--- config.mk ---
export PLATFORM = sky130hd
export DESIGN_NAME = rgb_to_hsv_scaled
export DESIGN_NICKNAME = d
export VERILOG_FILES = /design/src/sv/r2h_pkg.sv /design/src/sv/r2h_front.sv /design/src/sv/r2h_div.sv /design/src/sv/rgb_to_hsv_scaled.sv
export VERILOG_INCLUDE_DIRS = /design/src /design/src/sv
export SDC_FILE = /design/constraint.sdc
export NUM_CORES = 2
export LEC_CHECK = 0
export BUFFER_PORTS_ARGS = -buffer_cell sky130_fd_sc_hd__buf_2
export CAP_MARGIN = 10
export CORE_MARGIN = 8
export CORE_UTILIZATION = 40
export CTS_BUF_LIST = sky130_fd_sc_hd__clkbuf_8
export DETAILED_ROUTE_END_ITERATION = 8
export SLEW_MARGIN = 20
export SYNTH_ARGS = -nofsm -noshare
export SYNTH_HDL_FRONTEND = slang
export SYNTH_SLANG_ARGS = --single-unit
--- constraint.sdc ---
create_clock -name clock -period 33.6 [get_ports clock]
set_input_delay 1.68 -clock clock [delete_from_list [all_inputs] [get_ports clock]]
set_output_delay 1.68 -clock clock [all_outputs]
set_load 0.02 [all_outputs]
--- src/sv/rgb_to_hsv_scaled_assert.svh ---
// Assertion macros for the RGB to HSV converter.
`ifndef RGB_TO_HSV_SCALED_ASSERT_SVH
`define RGB_TO_HSV_SCALED_ASSERT_SVH

`ifndef SYNTH

`define R2H_ASSERT_IMPL(label, clk, rst, ante, cons) \
   label: assert property (@(posedge clk) disable iff (rst) (ante) |-> (cons)) \
      else $error("r2h: implication check failed");

`define R2H_ASSERT_NEXT(label, clk, rst, ante, cons) \
   label: assert property (@(posedge clk) disable iff (rst) (ante) |=> (cons)) \
      else $error("r2h: next-cycle check failed");

`else

`define R2H_ASSERT_IMPL(label, clk, rst, ante, cons)

`define R2H_ASSERT_NEXT(label, clk, rst, ante, cons)

`endif

`endif

--- src/sv/r2h_pkg.sv ---
// Shared widths, constants and stage payload types for the RGB to HSV converter.
`default_nettype none

package r2h_pkg;

   localparam int PIX_W     = 8;
   localparam int HUE_W     = 12;
   localparam int SV_W      = 10;
   localparam int HUE_NUM_W = 20;
   localparam int SAT_NUM_W = 18;
   localparam int QUO_W     = 12;

   // floor(x*1000/255) estimate: x*1028000 >> 18, low by at most one
   localparam logic [19:0] VAL_RECIP = 20'd1028000;
   localparam int          VAL_SHIFT = 18;
   localparam int          VAL_REM_W = 18;

   typedef struct packed {
      logic [HUE_NUM_W-1:0] hue_num;
      logic [PIX_W-1:0]     hue_den;
      logic [SAT_NUM_W-1:0] sat_num;
      logic [PIX_W-1:0]     sat_den;
      logic [SV_W-1:0]      val_est;
      logic                 grey;
   } front_type;

   typedef struct packed {
      logic             grey;
      logic [PIX_W-1:0] hi;
      logic [SV_W-1:0]  val_est;
   } hue_side_type;

endpackage

`default_nettype wire

--- src/sv/r2h_front.sv ---
// Front stages: max/min and sector select, then numerators and value estimate.
`default_nettype none

module r2h_front (
   input  wire logic                      clock,
   input  wire logic                      reset,
   input  wire logic                      en,
   input  wire logic                      in_valid,
   input  wire logic [r2h_pkg::PIX_W-1:0] red,
   input  wire logic [r2h_pkg::PIX_W-1:0] green,
   input  wire logic [r2h_pkg::PIX_W-1:0] blue,
   output logic                           out_valid,
   output r2h_pkg::front_type             out_data
);

   typedef enum logic [1:0] {
      BASE_0    = 2'd0,
      BASE_1200 = 2'd1,
      BASE_2400 = 2'd2,
      BASE_3600 = 2'd3
   } base_type;

   localparam int BASE_W = 12;

   // stage 1
   logic                      s1_valid_ff;
   logic [r2h_pkg::PIX_W-1:0] s1_hi_ff, s1_hi_in;
   logic [r2h_pkg::PIX_W-1:0] s1_d_ff, s1_d_in;
   logic [r2h_pkg::PIX_W-1:0] s1_diff_ff, s1_diff_in;
   logic                      s1_neg_ff, s1_neg_in;
   base_type                  s1_base_ff, s1_base_in;

   // stage 2
   logic                      s2_valid_ff;
   r2h_pkg::front_type        s2_data_ff, s2_data_in;

   logic [r2h_pkg::PIX_W-1:0] lo;
   logic [BASE_W-1:0]         base_val;
   logic [r2h_pkg::HUE_NUM_W-1:0] base_term, diff_term;
   logic [27:0]               val_prod;

   always_comb begin
      lo = red;
      if (green < lo) begin
         lo = green;
      end
      if (blue < lo) begin
         lo = blue;
      end
      if (red >= green && red >= blue) begin
         s1_hi_in = red;
         if (green >= blue) begin
            s1_diff_in = green - blue;
            s1_neg_in  = 1'b0;
            s1_base_in = BASE_0;
         end else begin
            s1_diff_in = blue - green;
            s1_neg_in  = 1'b1;
            s1_base_in = BASE_3600;
         end
      end else if (green >= blue) begin
         s1_hi_in   = green;
         s1_base_in = BASE_1200;
         if (blue >= red) begin
            s1_diff_in = blue - red;
            s1_neg_in  = 1'b0;
         end else begin
            s1_diff_in = red - blue;
            s1_neg_in  = 1'b1;
         end
      end else begin
         s1_hi_in   = blue;
         s1_base_in = BASE_2400;
         if (red >= green) begin
            s1_diff_in = red - green;
            s1_neg_in  = 1'b0;
         end else begin
            s1_diff_in = green - red;
            s1_neg_in  = 1'b1;
         end
      end
      s1_d_in = s1_hi_in - lo;
   end

   always_ff @(posedge clock) begin
      if (reset) begin
         s1_valid_ff <= 1'b0;
      end else if (en) begin
         s1_valid_ff <= in_valid;
      end
   end

   always_ff @(posedge clock) begin
      if (en) begin
         s1_hi_ff   <= s1_hi_in;
         s1_d_ff    <= s1_d_in;
         s1_diff_ff <= s1_diff_in;
         s1_neg_ff  <= s1_neg_in;
         s1_base_ff <= s1_base_in;
      end
   end

   always_comb begin
      unique case (s1_base_ff)
         BASE_0:    base_val = 12'd0;
         BASE_1200: base_val = 12'd1200;
         BASE_2400: base_val = 12'd2400;
         BASE_3600: base_val = 12'd3600;
         default:   base_val = 12'd0;
      endcase
      base_term = r2h_pkg::HUE_NUM_W'(base_val) * r2h_pkg::HUE_NUM_W'(s1_d_ff);
      diff_term = r2h_pkg::HUE_NUM_W'(s1_diff_ff) * r2h_pkg::HUE_NUM_W'(10'd600);
      val_prod  = 28'(s1_hi_ff) * 28'(r2h_pkg::VAL_RECIP);

      s2_data_in.hue_num = s1_neg_ff ? (base_term - diff_term) : (base_term + diff_term);
      s2_data_in.hue_den = s1_d_ff;
      s2_data_in.sat_num = r2h_pkg::SAT_NUM_W'(s1_d_ff) * r2h_pkg::SAT_NUM_W'(10'd1000);
      s2_data_in.sat_den = s1_hi_ff;
      s2_data_in.val_est = val_prod[r2h_pkg::VAL_SHIFT +: r2h_pkg::SV_W];
      s2_data_in.grey    = (s1_d_ff == '0);
   end

   always_ff @(posedge clock) begin
      if (reset) begin
         s2_valid_ff <= 1'b0;
      end else if (en) begin
         s2_valid_ff <= s1_valid_ff;
      end
   end

   always_ff @(posedge clock) begin
      if (en) begin
         s2_data_ff <= s2_data_in;
      end
   end

   assign out_valid = s2_valid_ff;
   assign out_data  = s2_data_ff;

endmodule

`default_nettype wire

--- src/sv/r2h_div.sv ---
// Pipelined restoring divider, one quotient bit per stage, with a sideband.
`default_nettype none

module r2h_div #(
   parameter int NUM_W  = 20,
   parameter int DEN_W  = 8,
   parameter int QUO_W  = 12,
   parameter int SIDE_W = 1
) (
   input  wire logic              clock,
   input  wire logic              reset,
   input  wire logic              en,
   input  wire logic              in_valid,
   input  wire logic [NUM_W-1:0]  num,
   input  wire logic [DEN_W-1:0]  den,
   input  wire logic [SIDE_W-1:0] side,
   output logic                   out_valid,
   output logic [QUO_W-1:0]       quo,
   output logic [SIDE_W-1:0]      out_side
);

   // num must be below den * 2**QUO_W
   localparam int CW = DEN_W + QUO_W;

   logic              vld_ff  [QUO_W];
   logic [CW-1:0]     rem_ff  [QUO_W];
   logic [DEN_W-1:0]  den_ff  [QUO_W];
   logic [QUO_W-1:0]  quo_ff  [QUO_W];
   logic [SIDE_W-1:0] side_ff [QUO_W];

   for (genvar s = 0; s < QUO_W; s++) begin : g_stage
      localparam int B = QUO_W - 1 - s;

      logic              vld_cur;
      logic [CW-1:0]     rem_cur, trial, rem_in;
      logic [DEN_W-1:0]  den_cur;
      logic [QUO_W-1:0]  quo_cur, quo_in;
      logic [SIDE_W-1:0] side_cur;
      logic              ge;

      if (s == 0) begin : g_first
         assign vld_cur  = in_valid;
         assign rem_cur  = CW'(num);
         assign den_cur  = den;
         assign quo_cur  = '0;
         assign side_cur = side;
      end else begin : g_next
         assign vld_cur  = vld_ff[s-1];
         assign rem_cur  = rem_ff[s-1];
         assign den_cur  = den_ff[s-1];
         assign quo_cur  = quo_ff[s-1];
         assign side_cur = side_ff[s-1];
      end

      always_comb begin
         trial     = CW'(den_cur) << B;
         ge        = (rem_cur >= trial);
         rem_in    = ge ? (rem_cur - trial) : rem_cur;
         quo_in    = quo_cur;
         quo_in[B] = ge;
      end

      always_ff @(posedge clock) begin
         if (reset) begin
            vld_ff[s] <= 1'b0;
         end else if (en) begin
            vld_ff[s] <= vld_cur;
         end
      end

      always_ff @(posedge clock) begin
         if (en) begin
            quo_ff[s]  <= quo_in;
            side_ff[s] <= side_cur;
         end
      end

      if (s < QUO_W - 1) begin : g_carry
         always_ff @(posedge clock) begin
            if (en) begin
               rem_ff[s] <= rem_in;
               den_ff[s] <= den_cur;
            end
         end
      end
   end

   assign out_valid = vld_ff[QUO_W-1];
   assign quo       = quo_ff[QUO_W-1];
   assign out_side  = side_ff[QUO_W-1];

endmodule

`default_nettype wire

--- src/sv/rgb_to_hsv_scaled.sv ---
// Top level of the RGB to HSV converter: front stages, two dividers, output register.
//
//   channel   dir   handshake               payload
//   req_      in    req_tvalid/req_tready   red[7:0] green[15:8] blue[23:16]
//   rsp_      out   rsp_tvalid/rsp_tready   hue[11:0] sat[21:12] val[31:22]
//
// One pixel per clock while the output is not stalled; stages: 2 front, 12 divider, 1 output.
// The divider depth is set by the 12-bit quotient, one bit per divider stage.
// Synchronous reset clears all valid bits; payload registers are not reset.
// All stages advance together when the output register is empty or taken;
// a stall freezes the whole pipeline, so nothing is lost or repeated.
`default_nettype none

module rgb_to_hsv_scaled (
   input  wire logic        clock,
   input  wire logic        reset,
   input  wire logic        req_tvalid,
   output logic             req_tready,
   input  wire logic [23:0] req_tdata,   // red, green, blue
   output logic             rsp_tvalid,
   input  wire logic        rsp_tready,
   output logic [31:0]      rsp_tdata    // hue_tenths, sat_permille, val_permille
);

   `include "rgb_to_hsv_scaled_assert.svh"

   logic                          en;
   logic                          front_vld;
   r2h_pkg::front_type            front_data;
   r2h_pkg::hue_side_type         hue_side_in, hue_side_out;
   logic                          hue_vld, sat_vld;
   logic [r2h_pkg::QUO_W-1:0]     hue_quo, sat_quo;
   logic                          sat_grey;

   logic [r2h_pkg::VAL_REM_W-1:0] val_x, val_back, val_rem;
   logic [r2h_pkg::SV_W-1:0]      val_fix;

   logic                          rsp_valid_ff;
   logic [r2h_pkg::HUE_W-1:0]     hue_ff, hue_in;
   logic [r2h_pkg::SV_W-1:0]      sat_ff, sat_in;
   logic [r2h_pkg::SV_W-1:0]      val_ff, val_in;

   assign en         = !rsp_valid_ff || rsp_tready;
   assign req_tready = en;

   r2h_front u_front (
      .clock     (clock),
      .reset     (reset),
      .en        (en),
      .in_valid  (req_tvalid),
      .red       (req_tdata[7:0]),
      .green     (req_tdata[15:8]),
      .blue      (req_tdata[23:16]),
      .out_valid (front_vld),
      .out_data  (front_data)
   );

   always_comb begin
      hue_side_in.grey    = front_data.grey;
      hue_side_in.hi      = front_data.sat_den;
      hue_side_in.val_est = front_data.val_est;
   end

   r2h_div #(
      .NUM_W  (r2h_pkg::HUE_NUM_W),
      .DEN_W  (r2h_pkg::PIX_W),
      .QUO_W  (r2h_pkg::QUO_W),
      .SIDE_W ($bits(r2h_pkg::hue_side_type))
   ) u_hue_div (
      .clock     (clock),
      .reset     (reset),
      .en        (en),
      .in_valid  (front_vld),
      .num       (front_data.hue_num),
      .den       (front_data.hue_den),
      .side      (hue_side_in),
      .out_valid (hue_vld),
      .quo       (hue_quo),
      .out_side  (hue_side_out)
   );

   r2h_div #(
      .NUM_W  (r2h_pkg::SAT_NUM_W),
      .DEN_W  (r2h_pkg::PIX_W),
      .QUO_W  (r2h_pkg::QUO_W),
      .SIDE_W (1)
   ) u_sat_div (
      .clock     (clock),
      .reset     (reset),
      .en        (en),
      .in_valid  (front_vld),
      .num       (front_data.sat_num),
      .den       (front_data.sat_den),
      .side      (front_data.grey),
      .out_valid (sat_vld),
      .quo       (sat_quo),
      .out_side  (sat_grey)
   );

   // value estimate is low by at most one; fix with one remainder check
   always_comb begin
      val_x    = r2h_pkg::VAL_REM_W'(hue_side_out.hi) * r2h_pkg::VAL_REM_W'(10'd1000);
      val_back = (r2h_pkg::VAL_REM_W'(hue_side_out.val_est) << 8)
                 - r2h_pkg::VAL_REM_W'(hue_side_out.val_est);
      val_rem  = val_x - val_back;
      val_fix  = (val_rem >= r2h_pkg::VAL_REM_W'(255)) ? (hue_side_out.val_est + 1'b1)
                                                       : hue_side_out.val_est;
      hue_in   = hue_side_out.grey ? '0 : hue_quo[r2h_pkg::HUE_W-1:0];
      sat_in   = sat_grey ? '0 : sat_quo[r2h_pkg::SV_W-1:0];
      val_in   = val_fix;
   end

   always_ff @(posedge clock) begin
      if (reset) begin
         rsp_valid_ff <= 1'b0;
      end else if (en) begin
         rsp_valid_ff <= hue_vld;
      end
   end

   always_ff @(posedge clock) begin
      if (en) begin
         hue_ff <= hue_in;
         sat_ff <= sat_in;
         val_ff <= val_in;
      end
   end

   assign rsp_tvalid = rsp_valid_ff;
   assign rsp_tdata  = {val_ff, sat_ff, hue_ff};

   `R2H_ASSERT_IMPL(a_div_lockstep, clock, reset, 1'b1, (hue_vld == sat_vld) && (sat_grey == hue_side_out.grey || !hue_vld))
   `R2H_ASSERT_NEXT(a_out_load, clock, reset, hue_vld && en, rsp_tvalid)
   `R2H_ASSERT_IMPL(a_out_range, clock, reset, rsp_valid_ff, (hue_ff < 12'd3600) && (sat_ff <= 10'd1000) && (val_ff <= 10'd1000))
   `R2H_ASSERT_IMPL(a_grey_hue, clock, reset, rsp_valid_ff && (sat_ff == '0), hue_ff == '0)

endmodule

`default_nettype wire

Yosys cells after proc, flatten, opt, wreduce, memory -nomap -nowiden --
Memories as Yosys holds them, arrays and structs flattened. A register that Yosys moved wholly into a read port is not among the register bits. Index checks and enable logic that the tools add are counted.
Operators by class: div/mod/pow operators 0, magnitude comparators 31, $mul 5, add/sub/neg operators 34, equality and inequality tests 3, bitwise operators 12, shift operators 0, reduce and logical (&&, ||, !) cells 5, mux-type cells 60
Operator list (count):
- 20-bit two-way mux | 23
- 8-bit two-way mux | 9
- 20-bit by 18-bit subtractor with 20-bit output | 3
- 8-bit subtractor | 7
- 12-bit case mux with 4 select lines | 1
- 8-bit by 7-bit multiplier with 15-bit output, second input constant | 3
- 20-bit by 10-bit greater-or-equal comparator with 1-bit output | 2
- 20-bit by 11-bit greater-or-equal comparator with 1-bit output | 2
- 20-bit by 12-bit greater-or-equal comparator with 1-bit output | 2
- 20-bit by 13-bit greater-or-equal comparator with 1-bit output | 2
- 20-bit by 14-bit greater-or-equal comparator with 1-bit output | 2
- 20-bit by 15-bit greater-or-equal comparator with 1-bit output | 2
- 20-bit by 16-bit greater-or-equal comparator with 1-bit output | 2
- 20-bit by 17-bit greater-or-equal comparator with 1-bit output | 2
- 20-bit by 18-bit greater-or-equal comparator with 1-bit output | 2
- 20-bit by 8-bit greater-or-equal comparator with 1-bit output | 2
- 20-bit by 9-bit greater-or-equal comparator with 1-bit output | 2
- 20-bit by 10-bit subtractor with 20-bit output | 2
- 20-bit by 11-bit subtractor with 20-bit output | 2
- 20-bit by 12-bit subtractor with 20-bit output | 2
- 20-bit by 13-bit subtractor with 20-bit output | 2
- 20-bit by 14-bit subtractor with 20-bit output | 2
- 20-bit by 15-bit subtractor with 20-bit output | 2
- 20-bit by 16-bit subtractor with 20-bit output | 2
- 26 further kinds | 68
Word-level totals: register bits after elaboration 101, ROM bits 0, memories kept 9, input port bits 28, latch bits 0, memory bits (writable) 1212, word-level logic and storage cells 173, output and inout bits 34
Memories:
- u_hue_div.rem_ff | depth 12, bits a word 20, rd ports 11, clocked after Yosys merged registers in 0, wr ports 11, RTL line r2h_div.sv:26 | logic [CW-1:0] rem_ff [QUO_W];
- u_sat_div.rem_ff | depth 12, bits a word 20, rd ports 11, clocked after Yosys merged registers in 0, wr ports 11, RTL line r2h_div.sv:26
- u_hue_div.side_ff | depth 12, bits a word 19, rd ports 12, clocked after Yosys merged registers in 0, wr ports 12, RTL line r2h_div.sv:29 | logic [SIDE_W-1:0] side_ff [QUO_W];
- u_hue_div.quo_ff | depth 12, bits a word 12, rd ports 12, clocked after Yosys merged registers in 1, wr ports 12, RTL line r2h_div.sv:28 | logic [QUO_W-1:0] quo_ff [QUO_W];
- u_sat_div.quo_ff | depth 12, bits a word 12, rd ports 12, clocked after Yosys merged registers in 1, wr ports 12, RTL line r2h_div.sv:28
- u_hue_div.den_ff | depth 12, bits a word 8, rd ports 11, clocked after Yosys merged registers in 0, wr ports 11, RTL line r2h_div.sv:27 | logic [DEN_W-1:0] den_ff [QUO_W];
- +3 memories

Longest topological paths before layout --
word-level depth 6, mapped depth 28

By module --
From an unflattened synthesis, not the netlist that was laid out.
Second synthesis, totals: cell total of the unflattened synthesis 4770, area, all modules 61505.2 um2
Modules (own cells, without submodules):
- r2h_div at u_hue_div | area an instance 25819.8 um2, cells each 1651, sequential area each 18798.0 um2, instances 1
- r2h_div at u_sat_div | area an instance 19160.9 um2, cells each 1440, sequential area each 12311.8 um2, instances 1
- r2h_front | area an instance 12674.7 um2, cells each 1289, sequential area each 2562.5 um2, instances 1
- rgb_to_hsv_scaled | area an instance 3849.9 um2, cells each 390, sequential area each 980.9 um2, instances 1

Worst setup path before layout --
OpenSTA, ideal clock, no wires.
kind in2out, start point in rsp_tready, end point out req_tready, cell stages on the path 3, required time 31920 ps, slack 12091 ps, buffers on the path 1, arrival 19829 ps, cells stage by stage nor2b_1 -> clkbuf_1 -> inv_1
Between the ends: word-level cells in the longest chain between the ends 1
Ends and longest elaborated chain:
- start: declaration | RTL line rgb_to_hsv_scaled.sv:21 | input wire logic rsp_tready,
- 1-bit logical OR | RTL line rgb_to_hsv_scaled.sv:43 | assign en = !rsp_valid_ff || rsp_tready;
- end: declaration | RTL line rgb_to_hsv_scaled.sv:18 | output logic req_tready,
Every way passes these cells.

==> metrics.md <==
| Metric | Value |
|---|---|
| Hold crit path type | `reg -> reg` |
| CP top delay family | `adder cells` |
| Total GRT Usage | `0.1308` |
| Gate Count Post-Synth | `4,476` |
| DRT iter0 DRCs | `1,550` |
| Top cells by count, synth | `edfxtp_1, inv_1, ha_1` |
| Chip width | `383.2 microns` |
| Post-synth top area share | `0.5244` |
| Status | `complete, no violations` |
| Num rows | `134` |
| CP dominant cell by count | `ha_1` |
| CP Max Fanout | `11` |
| Total gr overflow | `0` |
| CTS Buffer Depth | `3` |
| CP Capture Type | `flop` |
| Fin crit period | `7.566 ns` |
| Final worst-path cycle share | `0.2252` |
| Die height | `383.2 microns` |
| Post-CTS Setup Repair Bufs | `0` |
| Vias in the first global route | `33,310` |
| Setup slack, reg-to-reg | `26.03 ns` |
| Setup TNS | `0 ns` |
| Crit path kind | `reg -> reg` |
| Sequential area share after synthesis | `0.5256` |
| Area grow syn2layout | `9.808%` |
| Vias | `32,320` |
| Syn. warnings | `0` |
| Post-synth top area cell | `edfxtp_1` |
| Synth Cell Area | `53,940 sq um` |
| Post-CTS Resized | `0` |
| Relative slew slack | `0.2682` |
| Count leader, synth | `edfxtp_1` |
| Layout filler cell count | `12,270` |
| Netlist cell types | `83` |
| Core area | `133,600 sq um` |
| Unrepaired setup endpoints after global routing | `no` |
| Initial antenna violation count | `1` |
| Max-cap violation count | `0` |
| GPL Wtd Cong | `0.8621` |
| Routed WL | `95,710 microns` |
| Final hold vios | `0` |
| Slowest CP cell | `fa_1` |
| Req. time, crit path | `34.14 ns` |
| CTS buffer count | `158` |
| Actual slew at the worst max-slew pin | `1.094 ns` |
| Avg Cell Area, Syn | `12.05 sq um` |
| CTS tree | `done` |
| Max stage delay on crit path | `0.64 ns` |
| Setup violations, final | `0` |
| Fmax achieved | `132.2 MHz` |
| DRC Markers | `0` |
| Die area | `146,900 sq um` |
| Routed Antenna Nets | `0` |
| Post-DP HPWL | `72,470 microns` |
| PortBufs | `61` |
| Clk_lat worst skew | `0.83 ns` |
| Worst-path clk slew | `0.05 ns` |
| First-pass GRT wire length | `159,900 microns` |
| Vias/cell | `4.939` |
| I/O Pins | `62` |
| CP Buf/Inv Count | `2` |
| Largest net degree at the start of global routing | `132` |
| Initial Util | `0.4036` |
| Clock tree root driver cell | `clkbuf_8` |
| Async set or reset register ratio after synthesis | `0` |
| Final Skew | `0.03690 ns` |
| Post-CTS Hold Fix Bufs | `0` |
| Clock Sinks | `945` |
| Layout cells sized above 1 | `0.07203` |
| Routed len/inst | `14.62 microns` |
| Net Count, Synth | `5,157` |
| Synth top area cells | `edfxtp_1, ha_1, fa_1` |
| Ys flop type | `edfxtp_1` |
| Arrival time of the worst setup path | `8.11 ns` |
| H-tree depth | `4` |
| Nets | `5,347` |
| Post-synth EDFFs | `942` |
| Max-slew violation count | `0` |
| FF+latch count, synth | `945` |
| TritonRoute pass-1 iters | `5` |
| CP Launch Type | `flop` |
-- metrics by stage --
stage	utilization	cell area (sq um)	instances	worst slack [ns]	hold WS (ns)
finish	0.4432	59230	6545	26.03	0.4044
global route	0.4432	59230	6545	25.45	0.4171
CTS	0.4430	59200	6543	26.03	0.4069
detailed placement	0.4222	56410	6273	26.05	0.4045
global placement	0.4222	56410	6273	26.12	0.4002
floorplan	-	53940	4476	12.09	0.4003
-- cells in the final DEF (no fill, tap or decap), types with 51 or more instances in the layout --
| cell | count |
|---|---|
| edfxtp_1 | 942 |
| inv_1 | 652 |
| ha_1 | 495 |
| nor2_1 | 285 |
| nand2_1 | 271 |
| o21ai_0 | 222 |
| a21oi_1 | 185 |
| xnor2_1 | 180 |
| clkbuf_8 | 159 |
| fa_1 | 158 |
| xor2_1 | 121 |
| nor2b_1 | 89 |
| nor3_1 | 81 |
| buf_2 | 61 |
| a21boi_0 | 56 |
| mux2i_1 | 55 |
| nand2b_1 | 51 |
-- layer usage --
layer / routed length [microns] / part of all wire / GRT usage
met1: 40410 / 0.42 / 0.1493
met2: 49300 / 0.52 / 0.2414
met3: 3332 / 0.035 / 0.02681
met4: 2670 / 0.028 / 0.04624
met5: 0 / 0 / 0
-- flip-flops by register name, summed over array words and instances, names as in the netlist, 10 cells and up --
name / cells
u_hue_div.rem_ff: 190
u_sat_div.quo_ff: 55
u_sat_div.den_ff: 56
u_hue_div.vld_ff: 12
u_front.out_data: 57
u_sat_div.rem_ff: 175
sat_ff: 10
hue_ff: 12
u_hue_div.den_ff: 88
u_hue_div.side_ff: 164
u_hue_div.quo_ff: 78
val_ff: 10
-- area by class of cell --
type	count	area, sq um	share of cell area
diodes	1	2.502	0.00004225
clock buffers	159	2188	0.03695
clock inverters	111	595.6	0.01006
inverters	602	2267	0.03828
multi-input cells	2879	23150	0.3908
flip-flops and latches	945	28350	0.4786
well taps	1768	2212	0.03735
repair buffers	80	467.9	0.007901
-- logic make-up (layout without fill, tap and decap cells) --
family	after synthesis	after routing	share of synthesized area
simple gates	1097	1097	0.1020
flops	945	945	0.5256
compound gates	739	739	0.08662
fa+ha+maj	653	653	0.1735
buf+inv	652	952	0.04584
xor+xnor	301	301	0.04888
mux	89	89	0.01765
other cells	0	1	0
-- worst paths after layout --
check	start	endpoint	cells past startpoint
worst max register to register	u_hue_div.side_ff[2][67]	val_ff[8]	27
worst max-delay path	u_hue_div.side_ff[2][67]	val_ff[8]	27
worst min register to register	u_hue_div.quo_ff[7][9]	u_hue_div.quo_ff[8][9]	0
worst min-delay path	u_hue_div.quo_ff[7][9]	u_hue_div.quo_ff[8][9]	0
Power is not shown: default switching activity piles up to over one toggle a cycle in this logic, so the estimate is an artifact.
